**config.mk**
```make
export PLATFORM = sky130hd
export DESIGN_NAME = telemetry_frame_builder
export DESIGN_NICKNAME = d
export VERILOG_FILES = /design/src/tfb_pkg.sv /design/src/telemetry_frame_builder.sv /design/src/tfb_front.sv /design/src/tfb_fifo.sv /design/src/tfb_back.sv
export SDC_FILE = /design/constraint.sdc
export NUM_CORES = 1
export LEC_CHECK = 0
export ABC_CLOCK_PERIOD_IN_PS = 9400
export BUFFER_PORTS_ARGS = -buffer_cell sky130_fd_sc_hd__buf_2
export CAP_MARGIN = 20
export CORE_ASPECT_RATIO = 0.6
export CORE_MARGIN = 3
export CORE_UTILIZATION = 42
export DETAILED_ROUTE_END_ITERATION = 8
export PLACE_DENSITY = 0.55
export SYNTH_ARGS = -nofsm -noshare
export SYNTH_HDL_FRONTEND = slang
export SYNTH_SLANG_ARGS = --single-unit
export TNS_END_PERCENT = 5
```
**constraint.sdc**
```tcl
create_clock -name clk -period 9.4 [get_ports clk]
set_input_delay 0.47 -clock clk [delete_from_list [all_inputs] [get_ports clk]]
set_output_delay 0.47 -clock clk [all_outputs]
set_load 0.03 [all_outputs]
```
**src/tfb_pkg.sv**
```systemverilog
package tfb_pkg;

    // Field widths of the frame builder.
    localparam int CNT_W  = 5;
    localparam int BYTE_W = 8;
    localparam int VAL_W  = 16;

    // Word count after reset.
    localparam logic [CNT_W-1:0] WORD_COUNT_RESET = 5'd10;

    // Fixed header sync bytes.
    localparam logic [BYTE_W-1:0] SYNC0_BYTE = 8'hAA;
    localparam logic [BYTE_W-1:0] SYNC1_BYTE = 8'hFF;

    // Queue between the front and the back.
    localparam int QUEUE_DEPTH = 4;
    localparam int QPTR_W      = 2;

    // One classified word as handed from the front to the back.
    typedef struct packed {
        logic [VAL_W-1:0]  value;
        logic [BYTE_W-1:0] func_code;
        logic [BYTE_W-1:0] len_byte;
        logic              first;
        logic              last;
    } tfb_entry_t;

    // Byte position within the bytes that one word produces.
    typedef enum logic [3:0] {
        PH_IDLE,
        PH_SYNC0,
        PH_SYNC1,
        PH_FUNC,
        PH_LEN,
        PH_LO,
        PH_HI,
        PH_SUM,
        PH_ADD
    } tfb_phase_t;

endpackage

```
**src/telemetry_frame_builder.sv**
```systemverilog
// An accepted word goes into the queue; its bytes then move through the output register.
// A word yields two bytes, plus four header bytes when first in a frame and two check bytes
// when last; the back end feeds the one-byte output register each cycle it is free or taken.
// A four-entry queue lets the front accept words while the back end is still sending.
// Reset clears the queue, the frame position and the checks; word_count returns to 10.
module telemetry_frame_builder
    import tfb_pkg::*;
#(
    parameter int MAX_WORDS = 20
)
(
    input  logic              clk,
    input  logic              rst_n,
    input  logic              in_valid,
    output logic              in_ready,
    input  logic [VAL_W-1:0]  value,
    input  logic [BYTE_W-1:0] function_code,
    output logic              out_valid,
    input  logic              out_ready,
    output logic [BYTE_W-1:0] out_byte,
    output logic              frame_end,
    input  logic              cfg_valid,
    output logic              cfg_ready,
    input  logic [CNT_W-1:0]  cfg_data
);

    logic       push;
    tfb_entry_t push_entry;
    logic       queue_full;
    logic       pop;
    logic       head_valid;
    tfb_entry_t head_entry;

    // Front end: accepts and classifies words.
    tfb_front #(
        .MAX_WORDS(MAX_WORDS)
    ) u_front (
        .clk          (clk),
        .rst_n        (rst_n),
        .in_valid     (in_valid),
        .in_ready     (in_ready),
        .value        (value),
        .function_code(function_code),
        .cfg_valid    (cfg_valid),
        .cfg_ready    (cfg_ready),
        .cfg_data     (cfg_data),
        .push         (push),
        .push_entry   (push_entry),
        .queue_full   (queue_full)
    );

    // Queue between front and back.
    tfb_fifo u_fifo (
        .clk       (clk),
        .rst_n     (rst_n),
        .push      (push),
        .push_entry(push_entry),
        .full      (queue_full),
        .pop       (pop),
        .head_valid(head_valid),
        .head_entry(head_entry)
    );

    // Back end: serializes bytes and keeps the checks.
    tfb_back u_back (
        .clk       (clk),
        .rst_n     (rst_n),
        .head_valid(head_valid),
        .head_entry(head_entry),
        .pop       (pop),
        .out_valid (out_valid),
        .out_ready (out_ready),
        .out_byte  (out_byte),
        .frame_end (frame_end)
    );

endmodule

```
**src/tfb_front.sv**
```systemverilog
module tfb_front
    import tfb_pkg::*;
#(
    parameter int MAX_WORDS = 20
)
(
    input  logic              clk,
    input  logic              rst_n,
    input  logic              in_valid,
    output logic              in_ready,
    input  logic [VAL_W-1:0]  value,
    input  logic [BYTE_W-1:0] function_code,
    input  logic              cfg_valid,
    output logic              cfg_ready,
    input  logic [CNT_W-1:0]  cfg_data,
    output logic              push,
    output tfb_entry_t        push_entry,
    input  logic              queue_full
);

    // Largest count the register can take effect with.
    localparam int CAP_INT = (MAX_WORDS > ((1 << CNT_W) - 1)) ? ((1 << CNT_W) - 1) : MAX_WORDS;
    localparam logic [CNT_W-1:0] CAP = CNT_W'(CAP_INT);

    logic [CNT_W-1:0] word_count_reg;
    logic [CNT_W-1:0] word_count_next;
    logic [CNT_W-1:0] word_index_reg;
    logic [CNT_W-1:0] word_index_next;
    logic [CNT_W-1:0] eff_count;
    logic [CNT_W-1:0] index_inc;
    logic             is_last;

    assign in_ready  = !queue_full;
    assign cfg_ready = 1'b1;
    assign push      = in_valid && !queue_full;

    // Effective frame length: zero acts as one, large values saturate.
    always_comb
    begin
        if (word_count_reg == '0)
            eff_count = CNT_W'(1);
        else if (word_count_reg > CAP)
            eff_count = CAP;
        else
            eff_count = word_count_reg;
    end

    assign index_inc = word_index_reg + CNT_W'(1);
    assign is_last   = (index_inc >= eff_count);

    // Classify the incoming word.
    always_comb
    begin
        push_entry.value     = value;
        push_entry.func_code = function_code;
        push_entry.len_byte  = {2'b00, eff_count, 1'b0};
        push_entry.first     = (word_index_reg == '0);
        push_entry.last      = is_last;
    end

    // Word position and count register; a write mid-frame is ignored.
    always_comb
    begin
        word_index_next = word_index_reg;
        word_count_next = word_count_reg;
        if (push)
            word_index_next = is_last ? '0 : index_inc;
        if (cfg_valid && (word_index_reg == '0))
            word_count_next = cfg_data;
    end

    always_ff @(posedge clk or negedge rst_n)
    begin
        if (!rst_n)
        begin
            word_count_reg <= WORD_COUNT_RESET;
            word_index_reg <= '0;
        end
        else
        begin
            word_count_reg <= word_count_next;
            word_index_reg <= word_index_next;
        end
    end

endmodule

```
**src/tfb_fifo.sv**
```systemverilog
module tfb_fifo
    import tfb_pkg::*;
(
    input  logic       clk,
    input  logic       rst_n,
    input  logic       push,
    input  tfb_entry_t push_entry,
    output logic       full,
    input  logic       pop,
    output logic       head_valid,
    output tfb_entry_t head_entry
);

    tfb_entry_t        entries_reg [QUEUE_DEPTH];
    logic [QPTR_W-1:0] wr_ptr_reg;
    logic [QPTR_W-1:0] wr_ptr_next;
    logic [QPTR_W-1:0] rd_ptr_reg;
    logic [QPTR_W-1:0] rd_ptr_next;
    logic [QPTR_W:0]   count_reg;
    logic [QPTR_W:0]   count_next;
    logic              do_pop;

    assign full       = (count_reg == (QPTR_W + 1)'(QUEUE_DEPTH));
    assign head_valid = (count_reg != '0);
    assign head_entry = entries_reg[rd_ptr_reg];
    assign do_pop     = pop && head_valid;

    // Pointer and occupancy update.
    always_comb
    begin
        wr_ptr_next = push ? wr_ptr_reg + QPTR_W'(1) : wr_ptr_reg;
        rd_ptr_next = do_pop ? rd_ptr_reg + QPTR_W'(1) : rd_ptr_reg;
        count_next  = count_reg;
        if (push && !do_pop)
            count_next = count_reg + (QPTR_W + 1)'(1);
        else if (do_pop && !push)
            count_next = count_reg - (QPTR_W + 1)'(1);
    end

    always_ff @(posedge clk or negedge rst_n)
    begin
        if (!rst_n)
        begin
            wr_ptr_reg <= '0;
            rd_ptr_reg <= '0;
            count_reg  <= '0;
        end
        else
        begin
            wr_ptr_reg <= wr_ptr_next;
            rd_ptr_reg <= rd_ptr_next;
            count_reg  <= count_next;
        end
    end

    // Entry storage needs no reset.
    always_ff @(posedge clk)
    begin
        if (push)
            entries_reg[wr_ptr_reg] <= push_entry;
    end

endmodule

```
**src/tfb_back.sv**
```systemverilog
module tfb_back
    import tfb_pkg::*;
(
    input  logic              clk,
    input  logic              rst_n,
    input  logic              head_valid,
    input  tfb_entry_t        head_entry,
    output logic              pop,
    output logic              out_valid,
    input  logic              out_ready,
    output logic [BYTE_W-1:0] out_byte,
    output logic              frame_end
);

    tfb_phase_t        phase_reg;
    tfb_phase_t        phase_next;
    tfb_phase_t        phase_cur;
    logic [BYTE_W-1:0] sum_reg;
    logic [BYTE_W-1:0] sum_next;
    logic [BYTE_W-1:0] add_reg;
    logic [BYTE_W-1:0] add_next;
    logic              out_valid_reg;
    logic              out_valid_next;
    logic [BYTE_W-1:0] out_byte_reg;
    logic [BYTE_W-1:0] out_byte_next;
    logic              frame_end_reg;
    logic              frame_end_next;
    logic              advance;
    logic [BYTE_W-1:0] cur_byte;
    logic              cur_checked;
    logic              cur_end;
    logic [BYTE_W-1:0] sum_step;

    assign out_valid = out_valid_reg;
    assign out_byte  = out_byte_reg;
    assign frame_end = frame_end_reg;

    // A byte moves into the output register when it is free or being taken.
    assign advance = head_valid && (!out_valid_reg || out_ready);

    // Position of the byte to send; a fresh entry starts at its first byte.
    always_comb
    begin
        if (phase_reg == PH_IDLE)
            phase_cur = head_entry.first ? PH_SYNC0 : PH_LO;
        else
            phase_cur = phase_reg;
    end

    // Next byte position.
    always_comb
    begin
        phase_next = phase_reg;
        if (advance)
        begin
            case (phase_cur)
                PH_SYNC0: phase_next = PH_SYNC1;
                PH_SYNC1: phase_next = PH_FUNC;
                PH_FUNC:  phase_next = PH_LEN;
                PH_LEN:   phase_next = PH_LO;
                PH_LO:    phase_next = PH_HI;
                PH_HI:    phase_next = head_entry.last ? PH_SUM : PH_IDLE;
                PH_SUM:   phase_next = PH_ADD;
                PH_ADD:   phase_next = PH_IDLE;
                default:  phase_next = PH_IDLE;
            endcase
        end
    end

    // Byte selection and pop for the current position.
    always_comb
    begin
        cur_byte    = head_entry.value[7:0];
        cur_checked = 1'b1;
        cur_end     = 1'b0;
        pop         = 1'b0;
        case (phase_cur)
            PH_SYNC0: cur_byte = SYNC0_BYTE;
            PH_SYNC1: cur_byte = SYNC1_BYTE;
            PH_FUNC:  cur_byte = head_entry.func_code;
            PH_LEN:   cur_byte = head_entry.len_byte;
            PH_LO:    cur_byte = head_entry.value[7:0];
            PH_HI:
            begin
                cur_byte = head_entry.value[15:8];
                pop      = advance && !head_entry.last;
            end
            PH_SUM:
            begin
                cur_byte    = sum_reg;
                cur_checked = 1'b0;
            end
            PH_ADD:
            begin
                cur_byte    = add_reg;
                cur_checked = 1'b0;
                cur_end     = 1'b1;
                pop         = advance;
            end
            default:
            begin
                cur_byte    = '0;
                cur_checked = 1'b0;
            end
        endcase
    end

    // Running checks; the first sync byte restarts both sums.
    assign sum_step = ((phase_cur == PH_SYNC0) ? '0 : sum_reg) + cur_byte;

    always_comb
    begin
        sum_next = sum_reg;
        add_next = add_reg;
        if (advance && cur_checked)
        begin
            sum_next = sum_step;
            add_next = ((phase_cur == PH_SYNC0) ? '0 : add_reg) + sum_step;
        end
    end

    // Output register.
    always_comb
    begin
        out_valid_next = out_valid_reg;
        out_byte_next  = out_byte_reg;
        frame_end_next = frame_end_reg;
        if (!out_valid_reg || out_ready)
        begin
            out_valid_next = head_valid;
            out_byte_next  = cur_byte;
            frame_end_next = cur_end;
        end
    end

    always_ff @(posedge clk or negedge rst_n)
    begin
        if (!rst_n)
        begin
            phase_reg     <= PH_IDLE;
            sum_reg       <= '0;
            add_reg       <= '0;
            out_valid_reg <= 1'b0;
        end
        else
        begin
            phase_reg     <= phase_next;
            sum_reg       <= sum_next;
            add_reg       <= add_next;
            out_valid_reg <= out_valid_next;
        end
    end

    always_ff @(posedge clk)
    begin
        out_byte_reg  <= out_byte_next;
        frame_end_reg <= frame_end_next;
    end

endmodule

```
# Word-level counts from Yosys, hierarchy flattened
# Memories as Yosys holds them, arrays and structs flattened.
# Cells that the tools add are included.
[word_totals]
ff_bits = 47
ram_bits = 124
input_bits = 34
out_inout_bits = 12
wordCells = 67
mem_count = 1
[mem_list]
columns = ["name", "words", "word_bits", "rd", "rd_clocked_by_memory_dff", "wr", "line_no", "source"]
rows = [
  ["u_fifo.entries_reg", 4, 31, 1, 0, 1, "tfb_fifo.sv:14", "tfb_entry_t entries_reg [QUEUE_DEPTH];"],
]
[op_classes]
n_addsub = 7
n_lt_le_gt_ge = 2
eq_ne = 9
muxes = 17
n_reduce_logical = 20
[ops]
columns = ["operator", "n"]
rows = [
  ["$pmux W8 S8", 1],
  ["$pmux W4 S7", 1],
  ["$add A8 B8 Y8", 2],
  ["$eq A4 B3 Y1 const B", 4],
  ["$mux W8", 2],
  ["$mux W5", 3],
  ["$mux W3", 4],
  ["$logic_not A5 Y1", 2],
  ["$eq A4 B2 Y1 const B", 2],
  ["$logic_and A1 B1 Y1", 8],
  ["$reduce_or A6 Y1", 1],
  ["$add A5 B1 Y5 const B", 1],
  ["$ge A5 B5 Y1", 1],
  ["$gt A5 B5 Y1 const B", 1],
  ["$logic_not A1 Y1", 5],
  ["$add A2 B1 Y2 const B", 2],
  ["$eq A4 B1 Y1 const B", 1],
  ["$eq A4 B4 Y1 const B", 1],
  ["$logic_not A4 Y1", 1],
  ["$mux W1", 4],
  ["$mux W4", 1],
  ["$add A3 B1 Y3 const B", 1],
  ["$eq A3 B3 Y1 const B", 1],
  ["$reduce_bool A3 Y1", 1],
  ["4 further kinds", 4],
]

# Depth between registers and ports, before layout
[logic_depth]
depth_word = 9
ltp_mapped = 21
mapped_depth_nobuf = 19

# Modules after synthesis
# A second synthesis with hierarchy kept.
[hier_totals]
cells_unflattened = 569
area_unflattened_um2 = 8609.5
[modules_own_cells]
columns = ["module", "instances", "cells_each", "area_per_inst_um2", "seq_area_each_um2"]
rows = [
  ["tfb_fifo", 1, 212, 5356.4, 4259.1],
  ["tfb_back", 1, 256, 2321.0, 795.8],
  ["tfb_front", 1, 101, 932.1, 252.7],
]

# Worst setup path after synthesis
# OpenSTA, ideal clock, no wires.
[synth_timing]
kind = "register to register"
start = "reg u_fifo.rd_ptr_reg[0]"
end = "reg u_back.add_reg[7]"
setup_ps = 128
t_arrival_ps = 4327
t_required_ps = 9272
slack_ps = 4945
stages_incl_launch_ff = 19
path_buffers = 3
synth_period_minus_slack_ps = 4455
cell_sequence = "dfrtp_1 > buf_6 > buf_2 > buf_2 > mux4_2 > a222oi_1 > nand3_1 > ha_1 > inv_1 > fa_1 > inv_1 > ha_1 > a21oi_1 > o21ai_1 > or4_1 > a31oi_1 > xnor3_1 > a31oi_1 > nand3_1"
[synth_between]
elab_chain_len = 7
word_cells_on_any_way = 19
classes_between = "add/sub: 2; eq/ne: 8; mux: 6; reduce/logical: 2; memory: 1"
[synth_lines]
columns = ["item", "line_no", "source"]
rows = [
  ["from (decl)", "tfb_fifo.sv:17", "logic [QPTR_W-1:0] rd_ptr_reg;"],
  ["from (signal assigned)", "tfb_fifo.sv:51", "rd_ptr_reg <= rd_ptr_next;"],
  ["$mem_v2 Z4 W31 (*)", "-", ""],
  ["$mux W3", "tfb_back.sv:45", "phase_cur = head_entry.first ? PH_SYNC0 : PH_LO;"],
  ["$mux W4", "tfb_back.sv:44", "if (phase_reg == PH_IDLE)"],
  ["$eq A4 B4 Y1 (tied with other cells)", "tfb_back.sv:77", "case (phase_cur)"],
  ["$pmux W8 S8 (*)", "tfb_back.sv:77", ""],
  ["named net u_back.cur_byte[0]", "tfb_back.sv:29", "logic [BYTE_W-1:0] cur_byte;"],
  ["$add A8 B8 Y8 (*)", "tfb_back.sv:109", "assign sum_step = ((phase_cur == PH_SYNC0) ? '0 : sum_reg) + cur_byte;"],
  ["named net u_back.sum_step[1]", "tfb_back.sv:32", "logic [BYTE_W-1:0] sum_step;"],
  ["$add A8 B8 Y8 (*)", "tfb_back.sv:118", "add_next = ((phase_cur == PH_SYNC0) ? '0 : add_reg) + sum_step;"],
  ["to (signal assigned)", "tfb_back.sv:149", "add_reg <= add_next;"],
  ["to (decl)", "tfb_back.sv:20", "logic [BYTE_W-1:0] add_reg;"],
]
# The timed path passes the listed nets; every way through them passes the cells marked *.
# A chain may end at the register's enable or synchronous reset.

# Worst setup path after layout
# Same ends and word-level chain as after synthesis.

==> flow_summary.toml <==
[global_routing]
antenna_found_initial = 0
grt.overflow.total = 0
grt_pass1_wl_mm = 26.1
grt_util_all_layers = 0.167
grt_max_degree = 39
grt_pass1_vias = 4677

[setup_path]
critPathSlowestCell = "dfrtp_2"
worst_setup_path_start_kind = "flip-flop"
cp_max_fo = 25
cp.arrival_ns = 5.62
worstPathRequired_ns = 9.71
path_class = "flip-flop to flip-flop"
end_kind = "flip-flop"
r2r_slack_ns = 4.09
cp_cell_sequence = "buf_4, mux4_2, a222oi_1, nand2_1, nor3_1, inv_1, ha_1, a21o_1, a21oi_1, o21bai_1, a21oi_1, xnor2_1, ha_1, or4_1, a31oi_1, xnor3_1, a31oi_1, nand3_1"
max_stage_delay_ns = 0.56

[layout]
final_nets = 632
largest_register_ffs = 124
syn_to_final_growth_pct = 13.1
diodes = 0
most-common-layout-cells = "133 x edfxtp_1, 59 x nand2_1, 44 x buf_2"
fillers = 1518
drive_gt1_frac = 0.230
final_common_cell = "edfxtp_1"

[routing]
drtIter0Drc = 396
drcViolationCount = 0
wire_per_inst_um = 19.8
first_pass_iters = 5
viasPerCell = 5.40
wirelength_mm = 16.2
detail-route-antenna-nets = 0
num_vias = 4408

[clock_network]
h-tree-depth = 4
cts_resized = 0
cts_buffer_depth = 2
clk_pin_slew_ns = 0.07
ctsHoldBuffers = 0
cts.sinks = 171
cts_root_buf = "clkbuf_16"
postCtsSetupRepairBufs = 0
numCtsBuffers = 17
clock_latency_ns = 0.43
cts_tree = "done"

[timing]
skew_ns = 0.0148
grt_setup_unrepaired = "false"
finalHoldViolations = 0
tns_ns = 0
drv_slew = 0
min_period_ns = 5.31
post-route-period-util = 0.565
worst_pin_slew_ns = 1.07
fmax_ghz = 0.188
slew_headroom = 0.276
setup_viol = 0

[logic_synthesis]
syn-cell-area_um2 = 7770
synthCells = 520
synth-seq-cells = 171
ys.flop_type = "edfxtp_1"
synth_warnings = 0
synth.avg_cell_area_um2 = 14.9
synthesis.nets = 583
synth_edf_count = 133
yosysSeqAreaShare = 0.637
async_reset_ff_frac = 0.222
synth.distinct_cells = 59

[worst_hold_path]
hp-class = "input pin to async pin"

[outcome]
status = "finished clean"

[floorplan]
die-area_um2 = 20200
die-width_um = 182
dieHeight_um = 111
coreArea_um2 = 17600
start_util = 0.440
fp-row-count = 37
io_pins = 46

[place]
hpwl_mm = 11.1
gp_congestion = 0.875
io_buffers = 44

[job]
cap_violations = 0
[layout make-up]
class	count	area [um^2]	area share
clock buffer	17	425	0.0484
clock inverter	15	140	0.0159
inverter	20	75.1	0.00854
multi-input combinational	308	2630	0.300
sequential	171	4950	0.563
tap	234	293	0.0333
timing repair buffer	51	273	0.0310
[metrics by stage]
step | util | setup slack, ns | cells | area (um^2) | hold WS, ns
detailed placement | 0.466 | 4.07 | 784 | 8220 | 0.492
CTS | 0.498 | 4.06 | 816 | 8790 | 0.207
global placement | 0.466 | 4.21 | 784 | 8220 | 0.491
floorplan | - | 4.95 | 520 | 7770 | 0.174
global route | 0.498 | 3.60 | 816 | 8790 | 0.249
finish | 0.498 | 4.09 | 816 | 8790 | 0.170
[metal layers]
layer	global-route usage	share of wire	vias to the layer above
li1	-	-	2065
met5	0	0	-
met2	0.249	0.44	103
met3	0.0421	0.052	15
met1	0.247	0.50	2225
met4	0.0441	0.0098	0
[cells in the mapped netlist (2+ instances only)]
cell type | n | area share
o21bai_1 | 2 | 0.0019
inv_1 | 19 | 0.0092
o31ai_1 | 3 | 0.0029
dfstp_2 | 2 | 0.0068
a21oi_1 | 13 | 0.0084
a21o_1 | 10 | 0.0097
fa_1 | 3 | 0.0077
and2_1 | 15 | 0.012
edfxtp_1 | 133 | 0.51
nand3b_1 | 2 | 0.0019
buf_2 | 6 | 0.0039
a32oi_1 | 4 | 0.0045
mux4_2 | 30 | 0.087
o21ai_0 | 22 | 0.014
buf_4 | 3 | 0.0029
clkbuf_1 | 8 | 0.0039
a222oi_1 | 7 | 0.0090
o22ai_1 | 2 | 0.0016
nand3_1 | 5 | 0.0032
mux2i_1 | 5 | 0.0064
or2_2 | 2 | 0.0016
nor2b_1 | 4 | 0.0032
a22oi_1 | 2 | 0.0019
mux2_2 | 9 | 0.013
or4_1 | 2 | 0.0019
nand2_1 | 59 | 0.029
xor2_1 | 7 | 0.0079
nor2_1 | 10 | 0.0048
a31oi_1 | 3 | 0.0024
dfrtp_1 | 36 | 0.12
ha_1 | 26 | 0.042
buf_6 | 2 | 0.0029
buf_1 | 2 | 0.00097
nand2b_1 | 13 | 0.010
o211ai_1 | 3 | 0.0029
and3_1 | 7 | 0.0056
nor3_1 | 6 | 0.0039
xnor2_1 | 12 | 0.014
[cell families after synthesis]
kind of cell | synth area share
xor gates and xnor gates | 0.0243
muxes | 0.106
other | 0.000483
DFF | 0.637
and+or+nand+nor | 0.0891
adders and majority gates | 0.0496
AOI/OAI and AO/OA | 0.0689
buffers and inverters | 0.0242
[worst max-delay path, delay by kind of cell (launching register included)]
| family | cells | cell delay (ns) |
|---|---|---|
| adders and majority gates | 2 | 0.54 |
| muxes | 1 | 0.56 |
| xor gates and xnor gates | 2 | 0.40 |
| AOI/OAI and AO/OA | 7 | 1.53 |
| and+or+nand+nor | 4 | 0.97 |
| DFF | 1 | 0.56 |
| buffers and inverters | 2 | 0.61 |
[path summary, 6_finish.rpt]
kind	from	to	cells after the start
worst max-delay path	u_fifo.rd_ptr_reg[0]$_DFFE_PN0P_	u_back.add_reg[7]$_DFFE_PN0P_	18
worst min-delay path	rst_n	u_back.sum_reg[4]$_DFFE_PN0P_	1
worst max register to register	u_fifo.rd_ptr_reg[0]$_DFFE_PN0P_	u_back.add_reg[7]$_DFFE_PN0P_	18
worst min register to register	u_back.add_reg[0]$_DFFE_PN0P_	u_back.add_reg[0]$_DFFE_PN0P_	2
max in group asynchronous	rst_n	u_fifo.rd_ptr_reg[0]$_DFFE_PN0P_	1
min in group clk	function_code[6]	u_fifo.entries_reg[2][13]$_DFFE_PP_	1
Power is not shown: default switching activity piles up to over one toggle a cycle in this logic, so the estimate is an artifact.
